[config.mk]
export PLATFORM = sky130hd
export DESIGN_NAME = intel_hex_record_parser_flat
export DESIGN_NICKNAME = d
export VERILOG_FILES = /design/src/design/ihexp_pkg.sv /design/src/design/ihexp_if.sv /design/src/design/ihexp_track.sv /design/src/design/ihexp_core.sv /design/src/design/intel_hex_record_parser.sv /design/src/flat_wrapper.sv
export SDC_FILE = /design/constraint.sdc
export NUM_CORES = 1
export LEC_CHECK = 0
export BUFFER_PORTS_ARGS = -buffer_cell sky130_fd_sc_hd__buf_2
export CAP_MARGIN = 20
export CORE_MARGIN = 4
export CORE_UTILIZATION = 45
export CTS_CLUSTER_DIAMETER = 100
export DETAILED_ROUTE_END_ITERATION = 16
export PLACE_DENSITY = 0.68
export SKIP_LAST_GASP = 1
export SLEW_MARGIN = 10
export SYNTH_ARGS = -nofsm -noshare
export SYNTH_HDL_FRONTEND = slang
export SYNTH_SLANG_ARGS = --single-unit
[constraint.sdc]
create_clock -name clk -period 4.59 [get_ports clk]
set_input_delay 1.377 -clock clk [delete_from_list [all_inputs] [get_ports clk]]
set_output_delay 1.377 -clock clk [all_outputs]
set_load 0.01 [all_outputs]
[src/design/ihexp_pkg.sv]
// Shared types, constants and helper functions of the Intel HEX record parser.
// Depends on nothing; every other file of the block but ihexp_if imports it.
`default_nettype none

package ihexp_pkg;

    // Characters with a meaning in the record syntax.
    localparam logic [7:0] CHAR_COLON = 8'h3A;
    localparam logic [7:0] CHAR_CR    = 8'h0D;
    localparam logic [7:0] CHAR_LF    = 8'h0A;

    // Record type codes.
    localparam logic [7:0] REC_DATA      = 8'h00;
    localparam logic [7:0] REC_EOF       = 8'h01;
    localparam logic [7:0] REC_EXT_SEG   = 8'h02;
    localparam logic [7:0] REC_START_SEG = 8'h03;
    localparam logic [7:0] REC_EXT_LIN   = 8'h04;
    localparam logic [7:0] REC_START_LIN = 8'h05;

    // Extended address records carry exactly two data bytes.
    localparam logic [7:0] EXT_COUNT = 8'd2;

    // Image span above which the tracking flags the image as too large (128 MiB).
    localparam logic [31:0] TOO_LARGE_LIMIT = 32'h0800_0000;

    // Result kinds.
    localparam logic KIND_DATA   = 1'b0;
    localparam logic KIND_RECORD = 1'b1;

    typedef enum logic [1:0] {
        ST_OK          = 2'd0,
        ST_FORMAT      = 2'd1,
        ST_CHECKSUM    = 2'd2,
        ST_UNSUPPORTED = 2'd3
    } status_t;

    // Position within a line. Each byte field has a high and a low digit phase,
    // and the high digit phases are the even codes from PH_CNT_H to PH_CK_H.
    typedef enum logic [3:0] {
        PH_LSTART = 4'd0,
        PH_SKIP   = 4'd1,
        PH_CNT_H  = 4'd2,
        PH_CNT_L  = 4'd3,
        PH_AH_H   = 4'd4,
        PH_AH_L   = 4'd5,
        PH_AL_H   = 4'd6,
        PH_AL_L   = 4'd7,
        PH_TY_H   = 4'd8,
        PH_TY_L   = 4'd9,
        PH_DA_H   = 4'd10,
        PH_DA_L   = 4'd11,
        PH_CK_H   = 4'd12,
        PH_CK_L   = 4'd13,
        PH_DONE   = 4'd14
    } phase_t;

    // One result, as it travels to the output register.
    typedef struct packed {
        logic        kind;
        logic [31:0] byte_address;
        logic [7:0]  data_byte;
        logic [7:0]  rec_type;
        status_t     status;
        logic [31:0] low_address;
        logic [31:0] end_address;
        logic        data_present;
        logic        too_large;
    } result_t;

    // Tracking updates requested by a finished record.
    typedef struct packed {
        logic        data_ok;
        logic        eof_ok;
        logic [31:0] start;
        logic [7:0]  count;
    } finish_t;

    // Current tracking state as reported by an EOF record.
    typedef struct packed {
        logic [31:0] low_address;
        logic [31:0] end_address;
        logic        data_present;
        logic        too_large;
    } report_t;

    // Decodes one hex digit in either case; the top bit says whether it was one.
    function automatic logic [4:0] hex_nibble(input logic [7:0] c);
        logic [7:0] d;
        begin
            d = 8'h00;
            if (c >= 8'h30 && c <= 8'h39)
            begin
                d = c - 8'h30;
                hex_nibble = {1'b1, d[3:0]};
            end
            else if (c >= 8'h41 && c <= 8'h46)
            begin
                d = c - 8'h37;
                hex_nibble = {1'b1, d[3:0]};
            end
            else if (c >= 8'h61 && c <= 8'h66)
            begin
                d = c - 8'h57;
                hex_nibble = {1'b1, d[3:0]};
            end
            else
            begin
                hex_nibble = {1'b0, d[3:0]};
            end
        end
    endfunction

endpackage

`default_nettype wire

[src/design/ihexp_if.sv]
// Request channels of the Intel HEX record parser: characters in, results out.
// Independent of the package; widths follow the fixed record syntax.
`default_nettype none

interface ihexp_char_if;
    logic       valid;
    logic       ready;
    logic [7:0] character;

    modport source (output valid, output character, input ready);
    modport sink   (input valid, input character, output ready);
endinterface

interface ihexp_rec_if;
    logic        valid;
    logic        ready;
    logic        kind;
    logic [31:0] byte_address;
    logic [7:0]  data_byte;
    logic [7:0]  rec_type;
    logic [1:0]  status;
    logic [31:0] low_address;
    logic [31:0] end_address;
    logic        data_present;
    logic        too_large;

    modport source (output valid, output kind, output byte_address, output data_byte,
                    output rec_type, output status, output low_address,
                    output end_address, output data_present, output too_large,
                    input ready);
    modport sink   (input valid, input kind, input byte_address, input data_byte,
                    input rec_type, input status, input low_address,
                    input end_address, input data_present, input too_large,
                    output ready);
endinterface

`default_nettype wire

[src/design/ihexp_track.sv]
// Lowest start and highest end address tracking across data records.
// Depends on ihexp_pkg for the finish and report structs.
`default_nettype none

module ihexp_track
    import ihexp_pkg::*;
(
    input  wire logic    clk,
    input  wire logic    rst_n,
    input  wire finish_t finish,
    output report_t      report
);

    logic [31:0] min_start_reg, min_start_next;
    logic [31:0] max_end_reg, max_end_next;
    logic        seen_data_reg, seen_data_next;
    logic [31:0] end_addr;
    logic [31:0] span;

    assign end_addr = finish.start + {24'h0, finish.count};
    assign span     = max_end_reg - min_start_reg;

    always_comb
    begin
        min_start_next = min_start_reg;
        max_end_next   = max_end_reg;
        seen_data_next = seen_data_reg;
        if (finish.data_ok)
        begin
            seen_data_next = 1'b1;
            if (finish.start < min_start_reg)
            begin
                min_start_next = finish.start;
            end
            if (end_addr > max_end_reg)
            begin
                max_end_next = end_addr;
            end
        end
        else if (finish.eof_ok)
        begin
            min_start_next = '1;
            max_end_next   = '0;
            seen_data_next = 1'b0;
        end
    end

    always_ff @(posedge clk or negedge rst_n)
    begin
        if (!rst_n)
        begin
            min_start_reg <= '1;
            max_end_reg   <= '0;
            seen_data_reg <= 1'b0;
        end
        else
        begin
            min_start_reg <= min_start_next;
            max_end_reg   <= max_end_next;
            seen_data_reg <= seen_data_next;
        end
    end

    // The report shows the state before an EOF record clears it.
    assign report.low_address  = min_start_reg;
    assign report.end_address  = max_end_reg;
    assign report.data_present = seen_data_reg;
    assign report.too_large    = seen_data_reg && (span > TOO_LARGE_LIMIT);

endmodule

`default_nettype wire

[src/design/ihexp_core.sv]
// Line parser of the Intel HEX record parser: one character per step.
// Depends on ihexp_pkg for phases, codes and the nibble decoder.
`default_nettype none

module ihexp_core
    import ihexp_pkg::*;
(
    input  wire logic       clk,
    input  wire logic       rst_n,
    input  wire logic       step,
    input  wire logic [7:0] character,
    input  wire report_t    report,
    output finish_t         finish,
    output logic            res_valid,
    output result_t         result
);

    phase_t      phase_reg, phase_next;
    logic [3:0]  high_nibble_reg, high_nibble_next;
    logic [7:0]  byte_index_reg, byte_index_next;
    logic [7:0]  count_reg, count_next;
    logic [7:0]  running_sum_reg, running_sum_next;
    logic [7:0]  offset_hi_reg, offset_hi_next;
    logic [31:0] start_address_reg, start_address_next;
    logic [7:0]  type_code_reg, type_code_next;
    logic [15:0] extension_reg, extension_next;
    logic [31:0] base_address_reg, base_address_next;

    logic [4:0]  nib;
    logic [7:0]  byte_val;
    logic [7:0]  sum_plus;
    logic [7:0]  index_inc;
    logic        eol;

    assign nib       = hex_nibble(character);
    assign byte_val  = {high_nibble_reg, nib[3:0]};
    assign sum_plus  = running_sum_reg + byte_val;
    assign index_inc = byte_index_reg + 8'd1;
    assign eol       = (character == CHAR_CR) || (character == CHAR_LF);

    always_comb
    begin
        phase_next         = phase_reg;
        high_nibble_next   = high_nibble_reg;
        byte_index_next    = byte_index_reg;
        count_next         = count_reg;
        running_sum_next   = running_sum_reg;
        offset_hi_next     = offset_hi_reg;
        start_address_next = start_address_reg;
        type_code_next     = type_code_reg;
        extension_next     = extension_reg;
        base_address_next  = base_address_reg;
        res_valid          = 1'b0;
        result             = '0;
        finish.data_ok     = 1'b0;
        finish.eof_ok      = 1'b0;
        finish.start       = start_address_reg;
        finish.count       = count_reg;

        if (step)
        begin
            case (phase_reg)
                PH_LSTART:
                begin
                    if (character == CHAR_COLON)
                    begin
                        high_nibble_next   = '0;
                        byte_index_next    = '0;
                        count_next         = '0;
                        running_sum_next   = '0;
                        offset_hi_next     = '0;
                        start_address_next = base_address_reg;
                        type_code_next     = '0;
                        extension_next     = '0;
                        phase_next         = PH_CNT_H;
                    end
                    else if (!eol)
                    begin
                        phase_next = PH_SKIP;
                    end
                end
                PH_CNT_H, PH_CNT_L, PH_AH_H, PH_AH_L, PH_AL_H, PH_AL_L,
                PH_TY_H, PH_TY_L, PH_DA_H, PH_DA_L, PH_CK_H, PH_CK_L:
                begin
                    if (eol || !nib[4])
                    begin
                        // A short line starts afresh; a bad digit drops the rest of it.
                        phase_next      = eol ? PH_LSTART : PH_DONE;
                        res_valid       = 1'b1;
                        result.kind     = KIND_RECORD;
                        result.rec_type = type_code_reg;
                        result.status   = ST_FORMAT;
                    end
                    else if (!phase_reg[0])
                    begin
                        high_nibble_next = nib[3:0];
                        phase_next       = phase_t'(phase_reg + 4'd1);
                    end
                    else
                    begin
                        running_sum_next = sum_plus;
                        case (phase_reg)
                            PH_CNT_L:
                            begin
                                count_next = byte_val;
                                phase_next = PH_AH_H;
                            end
                            PH_AH_L:
                            begin
                                offset_hi_next = byte_val;
                                phase_next     = PH_AL_H;
                            end
                            PH_AL_L:
                            begin
                                start_address_next = base_address_reg
                                                   + {16'h0, offset_hi_reg, byte_val};
                                phase_next         = PH_TY_H;
                            end
                            PH_TY_L:
                            begin
                                type_code_next = byte_val;
                                phase_next     = (count_reg != 8'd0) ? PH_DA_H : PH_CK_H;
                            end
                            PH_DA_L:
                            begin
                                if (type_code_reg == REC_DATA)
                                begin
                                    res_valid           = 1'b1;
                                    result.kind         = KIND_DATA;
                                    result.byte_address = start_address_reg
                                                        + {24'h0, byte_index_reg};
                                    result.data_byte    = byte_val;
                                end
                                if (byte_index_reg == 8'd0)
                                begin
                                    extension_next = {byte_val, 8'h00};
                                end
                                else if (byte_index_reg == 8'd1)
                                begin
                                    extension_next = {extension_reg[15:8], byte_val};
                                end
                                byte_index_next = index_inc;
                                phase_next      = (index_inc == count_reg) ? PH_CK_H : PH_DA_H;
                            end
                            default:
                            begin
                                // Checksum low digit: the record is complete.
                                phase_next      = PH_DONE;
                                res_valid       = 1'b1;
                                result.kind     = KIND_RECORD;
                                result.rec_type = type_code_reg;
                                result.status   = ST_OK;
                                if (sum_plus != 8'h00)
                                begin
                                    result.status = ST_CHECKSUM;
                                end
                                else
                                begin
                                    case (type_code_reg)
                                        REC_DATA:
                                        begin
                                            finish.data_ok = 1'b1;
                                        end
                                        REC_EOF:
                                        begin
                                            finish.eof_ok       = 1'b1;
                                            result.low_address  = report.low_address;
                                            result.end_address  = report.end_address;
                                            result.data_present = report.data_present;
                                            result.too_large    = report.too_large;
                                        end
                                        REC_EXT_SEG:
                                        begin
                                            if (count_reg != EXT_COUNT)
                                            begin
                                                result.status = ST_FORMAT;
                                            end
                                            else
                                            begin
                                                base_address_next = {12'h0, extension_reg, 4'h0};
                                            end
                                        end
                                        REC_EXT_LIN:
                                        begin
                                            if (count_reg != EXT_COUNT)
                                            begin
                                                result.status = ST_FORMAT;
                                            end
                                            else
                                            begin
                                                base_address_next = {extension_reg, 16'h0};
                                            end
                                        end
                                        REC_START_SEG, REC_START_LIN:
                                        begin
                                            result.status = ST_OK;
                                        end
                                        default:
                                        begin
                                            result.status = ST_UNSUPPORTED;
                                        end
                                    endcase
                                end
                            end
                        endcase
                    end
                end
                default:
                begin
                    // Skipped lines and the tail after a checksum wait for the line end.
                    if (eol)
                    begin
                        phase_next = PH_LSTART;
                    end
                end
            endcase
        end
    end

    always_ff @(posedge clk or negedge rst_n)
    begin
        if (!rst_n)
        begin
            phase_reg         <= PH_LSTART;
            high_nibble_reg   <= '0;
            byte_index_reg    <= '0;
            count_reg         <= '0;
            running_sum_reg   <= '0;
            offset_hi_reg     <= '0;
            start_address_reg <= '0;
            type_code_reg     <= '0;
            extension_reg     <= '0;
            base_address_reg  <= '0;
        end
        else
        begin
            phase_reg         <= phase_next;
            high_nibble_reg   <= high_nibble_next;
            byte_index_reg    <= byte_index_next;
            count_reg         <= count_next;
            running_sum_reg   <= running_sum_next;
            offset_hi_reg     <= offset_hi_next;
            start_address_reg <= start_address_next;
            type_code_reg     <= type_code_next;
            extension_reg     <= extension_next;
            base_address_reg  <= base_address_next;
        end
    end

endmodule

`default_nettype wire

[src/design/intel_hex_record_parser.sv]
// Intel HEX record parser, top level: input register, parser, tracking, result register.
// The parse step moves a character from the input register through the parser; any
// result that it yields is registered in the result register for the consumer.
// Throughput: one character per cycle, set by the parse step; a stalled result
// register holds the step back.
// Reset (rst_n, asynchronous, active low) empties both registers, returns the parser to
// line start and sets the lowest tracked address to all ones.
`default_nettype none

module intel_hex_record_parser
    import ihexp_pkg::*;
(
    input  wire logic   clk,
    input  wire logic   rst_n,
    ihexp_char_if.sink  char_stream,
    ihexp_rec_if.source records
);

    // Input register: holds one character request until the parser takes it.
    logic       in_valid_reg, in_valid_next;
    logic [7:0] in_char_reg, in_char_next;

    // Result register: holds one result request until the consumer takes it.
    logic       out_valid_reg, out_valid_next;
    result_t    out_data_reg, out_data_next;

    logic       step;
    logic       res_valid;
    result_t    result;
    finish_t    finish;
    report_t    report;

    // The parser advances whenever the result register is empty or is being emptied in
    // this cycle; a result that waits on a stalled consumer holds every character back.
    assign step              = in_valid_reg && (!out_valid_reg || records.ready);
    assign char_stream.ready = !in_valid_reg || step;

    always_comb
    begin
        in_valid_next = in_valid_reg;
        in_char_next  = in_char_reg;
        if (char_stream.valid && char_stream.ready)
        begin
            in_valid_next = 1'b1;
            in_char_next  = char_stream.character;
        end
        else if (step)
        begin
            in_valid_next = 1'b0;
        end
    end

    always_comb
    begin
        out_valid_next = out_valid_reg;
        out_data_next  = out_data_reg;
        if (step && res_valid)
        begin
            out_valid_next = 1'b1;
            out_data_next  = result;
        end
        else if (records.ready)
        begin
            out_valid_next = 1'b0;
        end
    end

    always_ff @(posedge clk or negedge rst_n)
    begin
        if (!rst_n)
        begin
            in_valid_reg  <= 1'b0;
            out_valid_reg <= 1'b0;
        end
        else
        begin
            in_valid_reg  <= in_valid_next;
            out_valid_reg <= out_valid_next;
        end
    end

    // Payload registers carry no reset; their valid bits guard them.
    always_ff @(posedge clk)
    begin
        in_char_reg  <= in_char_next;
        out_data_reg <= out_data_next;
    end

    ihexp_core u_core (
        .clk       (clk),
        .rst_n     (rst_n),
        .step      (step),
        .character (in_char_reg),
        .report    (report),
        .finish    (finish),
        .res_valid (res_valid),
        .result    (result)
    );

    ihexp_track u_track (
        .clk    (clk),
        .rst_n  (rst_n),
        .finish (finish),
        .report (report)
    );

    assign records.valid        = out_valid_reg;
    assign records.kind         = out_data_reg.kind;
    assign records.byte_address = out_data_reg.byte_address;
    assign records.data_byte    = out_data_reg.data_byte;
    assign records.rec_type     = out_data_reg.rec_type;
    assign records.status       = out_data_reg.status;
    assign records.low_address  = out_data_reg.low_address;
    assign records.end_address  = out_data_reg.end_address;
    assign records.data_present = out_data_reg.data_present;
    assign records.too_large    = out_data_reg.too_large;

    // A result waiting on a stalled consumer must hold the parser still.
    assert property (@(posedge clk) disable iff (!rst_n)
        out_valid_reg && !records.ready |-> !step)
        else $error("parser stepped while the result register was stalled");

    // Every result that the parser produces reaches the result register.
    assert property (@(posedge clk) disable iff (!rst_n)
        step && res_valid |=> out_valid_reg)
        else $error("parser result was not captured");

    // A character request waiting in the input register stays until parsed.
    assert property (@(posedge clk) disable iff (!rst_n)
        in_valid_reg && !step |=> in_valid_reg && $stable(in_char_reg))
        else $error("pending character was lost");

    // Tracking may change only on a step that finishes a record.
    assert property (@(posedge clk) disable iff (!rst_n)
        (finish.data_ok || finish.eof_ok) |-> step && res_valid)
        else $error("tracking update without a record result");

endmodule

`default_nettype wire
[src/flat_wrapper.sv]
// flat-port wrapper written by rule: the top's interface ports become plain ports
module intel_hex_record_parser_flat import ihexp_pkg::*;
  (clk, rst_n, char_stream_valid, char_stream_character, char_stream_ready, records_valid, records_kind, records_byte_address, records_data_byte, records_rec_type, records_status, records_low_address, records_end_address, records_data_present, records_too_large, records_ready);
  ihexp_char_if char_stream_i ();
  ihexp_rec_if records_i ();
  input  wire logic clk;
  input  wire logic rst_n;
  input wire logic [$bits(char_stream_i.valid)-1:0] char_stream_valid;
  input wire logic [$bits(char_stream_i.character)-1:0] char_stream_character;
  output wire logic [$bits(char_stream_i.ready)-1:0] char_stream_ready;
  output wire logic [$bits(records_i.valid)-1:0] records_valid;
  output wire logic [$bits(records_i.kind)-1:0] records_kind;
  output wire logic [$bits(records_i.byte_address)-1:0] records_byte_address;
  output wire logic [$bits(records_i.data_byte)-1:0] records_data_byte;
  output wire logic [$bits(records_i.rec_type)-1:0] records_rec_type;
  output wire logic [$bits(records_i.status)-1:0] records_status;
  output wire logic [$bits(records_i.low_address)-1:0] records_low_address;
  output wire logic [$bits(records_i.end_address)-1:0] records_end_address;
  output wire logic [$bits(records_i.data_present)-1:0] records_data_present;
  output wire logic [$bits(records_i.too_large)-1:0] records_too_large;
  input wire logic [$bits(records_i.ready)-1:0] records_ready;
  assign char_stream_i.valid = char_stream_valid;
  assign char_stream_i.character = char_stream_character;
  assign char_stream_ready = char_stream_i.ready;
  assign records_valid = records_i.valid;
  assign records_kind = records_i.kind;
  assign records_byte_address = records_i.byte_address;
  assign records_data_byte = records_i.data_byte;
  assign records_rec_type = records_i.rec_type;
  assign records_status = records_i.status;
  assign records_low_address = records_i.low_address;
  assign records_end_address = records_i.end_address;
  assign records_data_present = records_i.data_present;
  assign records_too_large = records_i.too_large;
  assign records_i.ready = records_ready;
  intel_hex_record_parser u_core (.clk(clk), .rst_n(rst_n), .char_stream(char_stream_i), .records(records_i));
endmodule
# Word-level counts from Yosys, hierarchy flattened
# Index checks and enable logic that the tools add are counted.
# op_classes
magnitude_cmp,9
eq_ne,39
n_shift,0
add_sub_neg,10
muxes,89
mul,0
n_reduce_logical,47
n_div,0
bitwise_logic,9
# ops
op,count
$mux 32,12
$mux 66,2
$mux 8,16
$pmux 32 s2,2
$mux 117,1
$mux 16,5
$mux 40,2
$pmux 8 s2,5
$mux 76,1
$add 32x8->32,2
$mux 4,9
$add 32x16->32,1
$gt 32x28->1 const B,1
$gt 32x32->1,1
$lt 32x32->1,1
$pmux 16 s2,1
$sub 32x32->32,1
$reduce_and 6->1,5
$eq 4x4->1 const B,6
$ne 2x2->1 const B,12
$pmux 4 s5,1
$eq 4x3->1 const B,4
$eq 8x1->1 const B,2
$eq 8x2->1 const B,2
46 further kinds,108
# word_totals
ramBits,0
out_inout_bits,119
word_cells,230
latch_bits,0
input_bits,12
mem_bits_ro,0
mem_count,0
register_bits,320

# Logic depth before layout (Yosys ltp)
# depth
ltp_word,15
ltp_mapped,23
ltp_nobuf,22

# Hierarchy
# A second synthesis with hierarchy kept.
# hier_totals
hier_cells,2023
area_unflattened_um2,19950.4
# by_module_without_submodules
mod,instances,area_per_inst_um2,cells_each
ihexp_core,1,8669.6,1017
ihexp_track,1,7415.9,871
intel_hex_record_parser,1,3865.0,135

# Worst setup path before layout
# Ideal clock, no wire load.
# synth_path
path_type,flip-flop to flip-flop
from,reg u_core.u_core.count_reg[0]
to,reg u_core.u_track.max_end_reg[23]
slack_ns,-0.312
stages_incl_launch_ff,22
arrival_ns,4.777
t_required_ns,4.465
setup_ns,0.125
synth_period_minus_slack_ns,4.902
path_cell_list,dfrtp_1 ha_1 fa_1 a21o_1 a21oi_1 o21bai_1 a21oi_1 o21bai_1 a21oi_1 nand3b_1 nor2_1 xor2_1 ha_1 nand4_1 or2_2 nor4_1 nand2_1 o31ai_1 nor4_1 o21ai_1 clkbuf_1 mux2_2
# synth_via
elab_chain_len,4
elab_cells_between_ends,6
cone_classes,add/sub (1); order compare (1); eq/ne (1); mux (2); reduce/logical (1)
# synth_rtl
item,line_no,rtl
start: declaration,ihexp_core.sv:21,"logic [7:0] count_reg, count_next;"
start signal: assignment,ihexp_core.sv:240,count_reg <= count_next;
$add 32x8->32 (*),ihexp_track.sv:20,"assign end_addr = finish.start + {24'h0, finish.count};"
$gt 32x32->1,ihexp_track.sv:35,if (end_addr > max_end_reg)
$ne 2x1->1 (no source line),n/a,
$reduce_and 2->1 (no source line),n/a,
end signal: assignment,ihexp_track.sv:59,max_end_reg <= max_end_next;
end: declaration,ihexp_track.sv:15,"logic [31:0] max_end_reg, max_end_next;"
# Mark *: on every way between the ends. The rest lies on a longest branch, timed or not. The select of a mux whose other input is x is not followed.
# A chain may end at the register's enable or synchronous reset.

# Worst setup path in the final report
# layout_path
from,reg u_core.u_core.start_address_reg[0]
to,reg u_core.u_track.max_end_reg[1]
# layout_via
elab_chain_len,4
elab_cells_between_ends,6
cone_classes,add/sub (1); order compare (1); eq/ne (1); mux (2); reduce/logical (1)
# layout_rtl
item,line_no,rtl
start: declaration,ihexp_core.sv:24,"logic [31:0] start_address_reg, start_address_next;"
start signal: assignment,ihexp_core.sv:243,start_address_reg <= start_address_next;
$add 32x8->32 (*),ihexp_track.sv:20,
$gt 32x32->1,ihexp_track.sv:35,
$ne 2x1->1 (no source line),n/a,
$reduce_and 2->1 (no source line),n/a,
# Marks and branches as above.

==> results.json <==
{
  "status": "finished with violations",
  "violations": "negative setup slack",
  "min_period_over_period": 1.01,
  "ys.flop_type": "dfrtp_1",
  "globalRoute.totalOverflow": 0,
  "critPathMaxFanout": 8,
  "dr.first_iter.drc_count": 1179,
  "ys_types": 75,
  "hold_path_class": "reg2reg",
  "mostFrequentLayoutCells": "256 x nor2_1, 194 x nand2_1, 159 x dfrtp_1",
  "gp_congestion": 0.896,
  "clk_latency_ps": 550,
  "initial_utilization": 0.455,
  "cts_num_sinks": 316,
  "setup_viol": 31,
  "timing.final.ws_setup_ps": -48.6,
  "syn_area_sq_um": 18600,
  "totalWireLength_mm": 51.2,
  "ant_nets": 0,
  "dpl.hpwl_mm": 36.4,
  "port_buffers": 130,
  "p_per_area_nw_per_um2": 445,
  "yosys_register_bits": 316,
  "drt-vias-per-instance": 5.62,
  "setup_tns_ps": -801,
  "grt_pass1_vias": 14800,
  "max_slew_margin": 0.358,
  "nets": 2305,
  "htreeDepth": 2,
  "ys_seq_area_frac": 0.460,
  "synth-edff-count": 125,
  "cts_tree": "done",
  "cp-end-kind": "flip-flop",
  "rows": 74,
  "worstPathRequired_ps": 5020,
  "clock_path_buffers": 3,
  "die_w_um": 211,
  "async_flop_share": 0.604,
  "grt_max_degree": 93,
  "hold_violations": 0,
  "dieArea_sq_um": 44700,
  "ioPinCount": 131,
  "yosys_warnings": 0,
  "first_pass_iters": 5,
  "final_util": 0.545,
  "track_usage": 0.222,
  "clk_root_buffer_cell": "clkbuf_16",
  "n_antenna_cell": 0,
  "path_clk_slew_ps": 60,
  "ir_worst_vdd_uv": 316,
  "fin_skew_ps": 23.8,
  "vias": 15300,
  "reg2reg_slack_ps": -50,
  "area_growth_pct": 19.8,
  "timing.final.crit_period_ps": 4640,
  "drt-wirelength-per-cell_um": 18.9,
  "crit_path_start_kind": "flip-flop",
  "drv_slew": 0,
  "final_common_cell": "nor2_1",
  "drc": 0,
  "fillerInstances": 3545,
  "max_freq_mhz": 216,
  "syn_avg_cell_area_sq_um": 9.57,
  "core-area_sq_um": 40900,
  "ctsHoldBuffers": 0,
  "cts_buffers": 38,
  "path_class": "reg2reg",
  "arrival_ps": 5070,
  "drive_above_1_share": 0.218,
  "grt_pass1_wl_mm": 80.0,
  "rsz0062_at_grt": "yes",
  "netlist_instances": 1947,
  "antenna_found_initial": 0,
  "worstMarginPinSlew_ps": 963,
  "cap_viol_max_count": 0,
  "syn-num-nets": 2100,
  "dieHeight_um": 211,
  "leakage_uw": 0.0103
}
final timing paths:
check,startpoint,endpoint,cells past startpoint
max in group asynchronous,rst_n,u_core.u_track.min_start_reg[20],2
max,u_core.u_core.start_address_reg[0],u_core.u_track.max_end_reg[1],24
max reg2reg,u_core.u_core.start_address_reg[0],u_core.u_track.max_end_reg[1],24
min in group asynchronous,rst_n,u_core.u_core.base_address_reg[30],1
min,u_core.u_core.running_sum_reg[5],u_core.u_core.running_sum_reg[5],2
min reg2reg,u_core.u_core.running_sum_reg[5],u_core.u_core.running_sum_reg[5],2
synthesized netlist by cell type, types with 25 or more instances:
cell type,number,share of area
a21oi_1,87,0.023
a31oi_1,33,0.011
clkbuf_1,72,0.015
dfrtp_1,159,0.21
dfstp_2,32,0.045
edfxtp_1,125,0.20
ha_1,136,0.091
inv_1,115,0.023
mux2_2,61,0.037
nand2_1,215,0.043
nand3_1,25,0.0067
nand4_1,32,0.011
nor2_1,258,0.052
nor3_1,32,0.0086
o21ai_0,122,0.033
o21ai_1,36,0.0097
xnor2_1,62,0.029
xor2_1,48,0.023
critical path, cell delays in order, from the launching register on:
cell,delay [ps]
dfrtp_1,380
ha_2,210
fa_2,360
a21o_1,170
a21oi_2,130
o21bai_1,100
a21oi_2,160
o21bai_1,110
a21oi_2,200
nand3b_1,240
nor2_1,90
xor2_1,160
ha_1,320
a21oi_2,150
nor2b_1,70
o21ai_1,150
nand2b_1,90
a211oi_2,170
buf_4,140
o32ai_2,50
a211o_1,270
o21ai_4,170
buf_4,140
buf_8,140
mux2_2,350
kinds of logic after synthesis:
| logic type | share of synthesized area |
|---|---|
| mux | 0.0455 |
| simple gates | 0.167 |
| buf+inv | 0.0422 |
| compound gates | 0.135 |
| xor+xnor | 0.0530 |
| fa+ha+maj | 0.0972 |
| flops | 0.460 |
what timing repair did:
item | in CTS | in global routing
pin swaps | 24 | 24
gates cloned | 3 | 7
endpoints found under the setup margin | 62 | 156
resized for setup | 33 | 60
buffers inserted | 25 | 11
where the power goes:
part           total (uW)  leakage [uW]  internal, uW  switching [uW]
registers            3770       0.00359          3540             232
logic                3220       0.00613          1230            1990
clock network        2950      0.000595          1750            1190
total                9940        0.0103          6530            3410
final cells by class:
cell class | instances | area [sq um] | share of cell area
tap | 532 | 666 | 0.0298
clock inverter | 17 | 141 | 0.00633
sequential | 316 | 8570 | 0.384
clock buffer | 52 | 1070 | 0.0481
inverter | 115 | 432 | 0.0193
multi-input combinational | 1431 | 9640 | 0.432
timing repair buffer | 250 | 1800 | 0.0807
layer usage:
metal  GRT usage  up-vias  share of wire
met4      0.0869        0          0.042
met2       0.368      514           0.48
met1       0.296     7338           0.43
li1            -     7262              -
met3      0.0301      139          0.055
met5           0        -              0
per-stage QoR:
stage,power [uW],hold slack (ps),area [sq um],worst slack [ps],instances
6_report,9940,487,22300,-48.6,2713
5_1_grt,10500,528,22300,-234,2713
4_1_cts,9950,494,21900,-75.7,2696
3_5_place_dp,6950,479,20300,-325,2600
3_3_place_gp,6890,474,20300,-128,2600
2_1_floorplan,5880,453,18700,20.7,1947
Note: power is estimated with default switching activity, not from simulation.
